==> config.mk <==
export PLATFORM = sky130hd
export DESIGN_NAME = psch_ram
export DESIGN_NICKNAME = d
export VERILOG_FILES = /design/src/sv/psch_ram.sv
export SDC_FILE = /design/constraint.sdc
export NUM_CORES = 1
export LEC_CHECK = 0
export ABC_CLOCK_PERIOD_IN_PS = 2500
export BUFFER_PORTS_ARGS = -buffer_cell sky130_fd_sc_hd__buf_2
export CORE_MARGIN = 2
export CORE_UTILIZATION = 30
export CTS_BUF_LIST = sky130_fd_sc_hd__clkbuf_4 sky130_fd_sc_hd__clkbuf_8 sky130_fd_sc_hd__clkbuf_16
export DETAILED_ROUTE_END_ITERATION = 16
export SETUP_SLACK_MARGIN = 0.1
export SLEW_MARGIN = 20
export SYNTH_ARGS = -nofsm -noshare
export SYNTH_HDL_FRONTEND = slang
export SYNTH_SLANG_ARGS = --single-unit
export TNS_END_PERCENT = 100
==> constraint.sdc <==
create_clock -name i_clk -period 2.5 [get_ports i_clk]
set_input_delay 0.25 -clock i_clk [delete_from_list [all_inputs] [get_ports i_clk]]
set_output_delay 0.25 -clock i_clk [all_outputs]
set_load 0.005 [all_outputs]
==> src/sv/psch_ram.sv <==
// Generic simple dual-port RAM with one write port and one registered read port.
// No dependencies.
module psch_ram #(
    parameter int unsigned WIDTH = 8,
    parameter int unsigned DEPTH = 16
) (
    input  logic                     i_clk,
    input  logic                     i_we,
    input  logic [$clog2(DEPTH)-1:0] i_waddr,
    input  logic [WIDTH-1:0]         i_wdata,
    input  logic [$clog2(DEPTH)-1:0] i_raddr,
    output logic [WIDTH-1:0]         o_rdata
);
    logic [WIDTH-1:0] r_mem [DEPTH];
    logic [WIDTH-1:0] r_rdata;

    always_ff @(posedge i_clk) begin
        if (i_we) begin
            r_mem[i_waddr] <= i_wdata;
        end
        r_rdata <= r_mem[i_raddr];
    end

    assign o_rdata = r_rdata;
endmodule

# [Word-level counts from Yosys, hierarchy flattened]
# Memories as Yosys holds them, arrays and structs flattened. A register that Yosys moved wholly into a read port is not among the register bits.
# Index checks and enable logic that the tools add are counted.
[op_classes] n_mux=2
[op_table] operator="$mux 1" n=2
[word_totals] register_bits=0 ramBits=128 in_bits=18 out_inout_bits=8 word_cells=3 n_memories=1
[mem_list] name="r_mem" depth=16 width=8 rd=1 rd_ports_with_merged_regs=1 wr=1 line="14" source="logic [WIDTH-1:0] r_mem [DEPTH];"

# [Longest topological paths before layout]
[logic_depth] word_depth=2 mapped_depth=5 depth_no_buf=3

# [Worst setup path before layout]
# No wires, ideal clock.
[synth_timing] path_type="input-to-reg" startpoint="input port i_waddr[2]" endpoint="memory r_mem[0][0] (enable)" setup_time_ps=383 arrival_time_ps=1360 required_time_ps=2117 slack_ps=757 stages=2 path_buffers=0 cell_sequence="or3b_2 > nor3_1"
[synth_lines] item="from (decl)" line="9" source="input logic [$clog2(DEPTH)-1:0] i_waddr,"
[synth_lines] item="to (decl)" line="14"
# Straight into the memory's write port.

==> metrics.yaml <==
sta:
  period_needed_ns: 1.44
  finalMaxSlewViolations: 0
  setup_tns_ns: 0
  max_freq_mhz: 697
  finalSetupViolCount: 0
  skew_ns: 0.00703
  relSlewSlack_pct: 51.0
  max_slew.worst_pin.slew_ns: 0.734
  setup_slack_ns: 1.06
  hold_viol: 0
  rsz0062_at_grt: "false"
  layout_worst_path_cycle_share_pct: 57.4
cts:
  root_buffer: "clkbuf_16"
  postCtsSetupBuffers: 0
  cts_tree: "done"
  ctsResizeCount: 0
  cts.path.max_buffers: 2
  clkLatencyLatePin_ns: 0.41
  clk_pin_slew_ns: 0.05
  cts_sinks: 136
  ctsHoldBuffers: 0
  cts_max_level: 4
  cts-buffers-inserted: 17
critical_path:
  crit_buf_inv: 0
  slowest_stage: "mux4_2"
  crit_path_end_kind: "register"
  crit_family: "multiplexers"
  rr_startpoint: "r_mem[2][7]$_DFFE_PP_"
  r2r_setup_slack_ns: 1.06
  worstPathRequired_ns: 2.79
  crit_path_max_fanout: 1
  worstSetupPathType: "reg -> reg"
  slowest_delay_ns: 0.48
  arrival_ns: 1.72
  r2r-end: "o_rdata[7]$_DFF_P_"
  path_cells: "mux4_2 -> a22oi_1 -> nand2_1"
  cp-start-kind: "register"
  r2r_cells: 3
grt:
  grt_pass1_vias: 2472
  grt_pass1_wl_mm: 15.1
  antenna_found_initial: 0
  grt_max_degree: 33
  grt_usage_pct: 11.8
  grt_overflow: 0
layout:
  drive_gt1_share_pct: 32.2
  num-nets-final: 300
  final_area_mm2: 0.00618
  syn_to_final_growth_pct: 20.0
  antennaDiodeCount: 0
min_path:
  hold_class: "in -> reg"
  worstHoldPathCells: 1
  min_to: "r_mem[8][2]$_DFFE_PP_"
  min_from: "i_wdata[2]"
die:
  dieArea_mm2: 0.0182
  ios: 26
  rows: 47
  core_area_mm2: 0.0167
  die_w_um: 135
  start_util_pct: 30.8
  die-height_um: 135
routing:
  drt_iter0_markers: 133
  firstDrtPassIters: 4
  finalWirelength_mm: 9.91
  wl_per_cell_um: 19.2
  vias_per_cell: 4.73
  vias: 2437
  drcViolationCount: 0
  ant_nets: 0
synth:
  yosys-top-cells-count: "edfxtp_1, mux4_2, a22oi_1"
  synthTopCellsByArea: "edfxtp_1, mux4_2, mux4_1"
  synth.most_common_cell: "edfxtp_1"
  synthCells: 229
  synth.avg_cell_area_um2: 22.5
  ys.flop_type: "edfxtp_1"
  ys_seq_area_share_pct: 77.8
  yosysTopAreaCell: "edfxtp_1"
  syn-num-nets: 247
  ys_seq_elements: 136
  synth_area_mm2: 0.00515
  netlist.area_leader.share_pct: 74.7
  synth.distinct_cells: 19
  async_flop_share_pct: 0
  synth-edff-count: 128
  ys_warn_count: 0
placement:
  pre_cts_slack_ns: 0.616
  gp_congestion: 0.725
  hpwl_mm: 6.38
  place_area_mm2: 0.00562
  port_buffers: 25
outcome:
  status: "complete, no violations"
power_and_ir_drop:
  peakVddDrop_mv: 0.484
  powerDensity_mw_per_mm2: 822
  p_leak_nw: 2.09
run:
  drv_cap: 0
registers in the layout, indices dropped and copies added (netlist names):
| signal | flops |
|---|---|
| o_rdata | 8 |
| r_mem | 128 |
placed cells by master (no fill, tap or decap):
cell and instances:
nor2b_1 1, buf_2 25, and2b_1 1, nor2_1 13, clkbuf_8 5, edfxtp_1 128
clkbuf_4 7, nand2b_1 2, and2_1 1, nor3_1 4, dfxtp_1 8, mux4_2 18
nand3b_1 2, buf_12 1, clkbuf_16 17, mux4_1 14, a22oi_1 16, nand3_1 1
buf_4 18, nand2_1 9, or3b_2 1, clkinv_2 3
where the power goes:
group,internal [mW],switching [mW]
Sequential,2.55,0.0143
Clock,1.47,0.813
Combinational,0.100,0.131
Total,4.12,0.959
how the worst max path moves through the flow:
stage,from,to,cells past startpoint
floorplan,i_waddr[2],r_mem[0][0]$_DFFE_PP_,2
global placement,i_waddr[2],r_mem[1][0]$_DFFE_PP_,3
detailed placement,i_waddr[2],r_mem[1][0]$_DFFE_PP_,3
CTS,i_waddr[2],r_mem[1][2]$_DFFE_PP_,3
global route,i_waddr[2],r_mem[1][2]$_DFFE_PP_,3
finish,r_mem[2][7]$_DFFE_PP_,o_rdata[7]$_DFF_P_,3
stage by stage:
| stage | utilization (%) | hold WS, ns | power [mW] | std cells |
|---|---|---|---|---|
| 6_report | 37.0 | 0.218 | 5.08 | 515 |
| 5_1_grt | 37.0 | 0.232 | 5.24 | 515 |
| 4_1_cts | 37.0 | 0.207 | 5.13 | 515 |
| 3_5_place_dp | 33.6 | 0.641 | 2.85 | 483 |
| 3_3_place_gp | 33.6 | 0.636 | 2.84 | 483 |
| 2_1_floorplan | - | 0.349 | 2.74 | 229 |
per-layer routing:
metal	global-route usage, %	vias to the layer above	part of all wire (%)
met2	18.5	65	48
met5	0	-	0
met1	15.4	1277	45
li1	-	1084	-
met4	5.21	0	1.4
met3	3.42	11	5.5
kinds of logic (layout without fill, tap and decap cells):
kind of cell | after synthesis | in the layout | share of synthesized area, %
DFF | 136 | 136 | 77.8
buffers and inverters | 10 | 76 | 1.68
muxes | 32 | 32 | 15.0
and+or+nand+nor | 35 | 35 | 3.18
AOI/OAI and AO/OA | 16 | 16 | 2.33
cell type report:
type / count / area (um^2)
fill: 1529 / 10500
tap: 220 / 275
sequential: 136 / 4000
clock buffer: 29 / 547
timing repair buffer: 44 / 280
multi-input combinational: 83 / 1060
clock inverter: 3 / 15.0
Note: power is estimated with default switching activity, not from simulation.
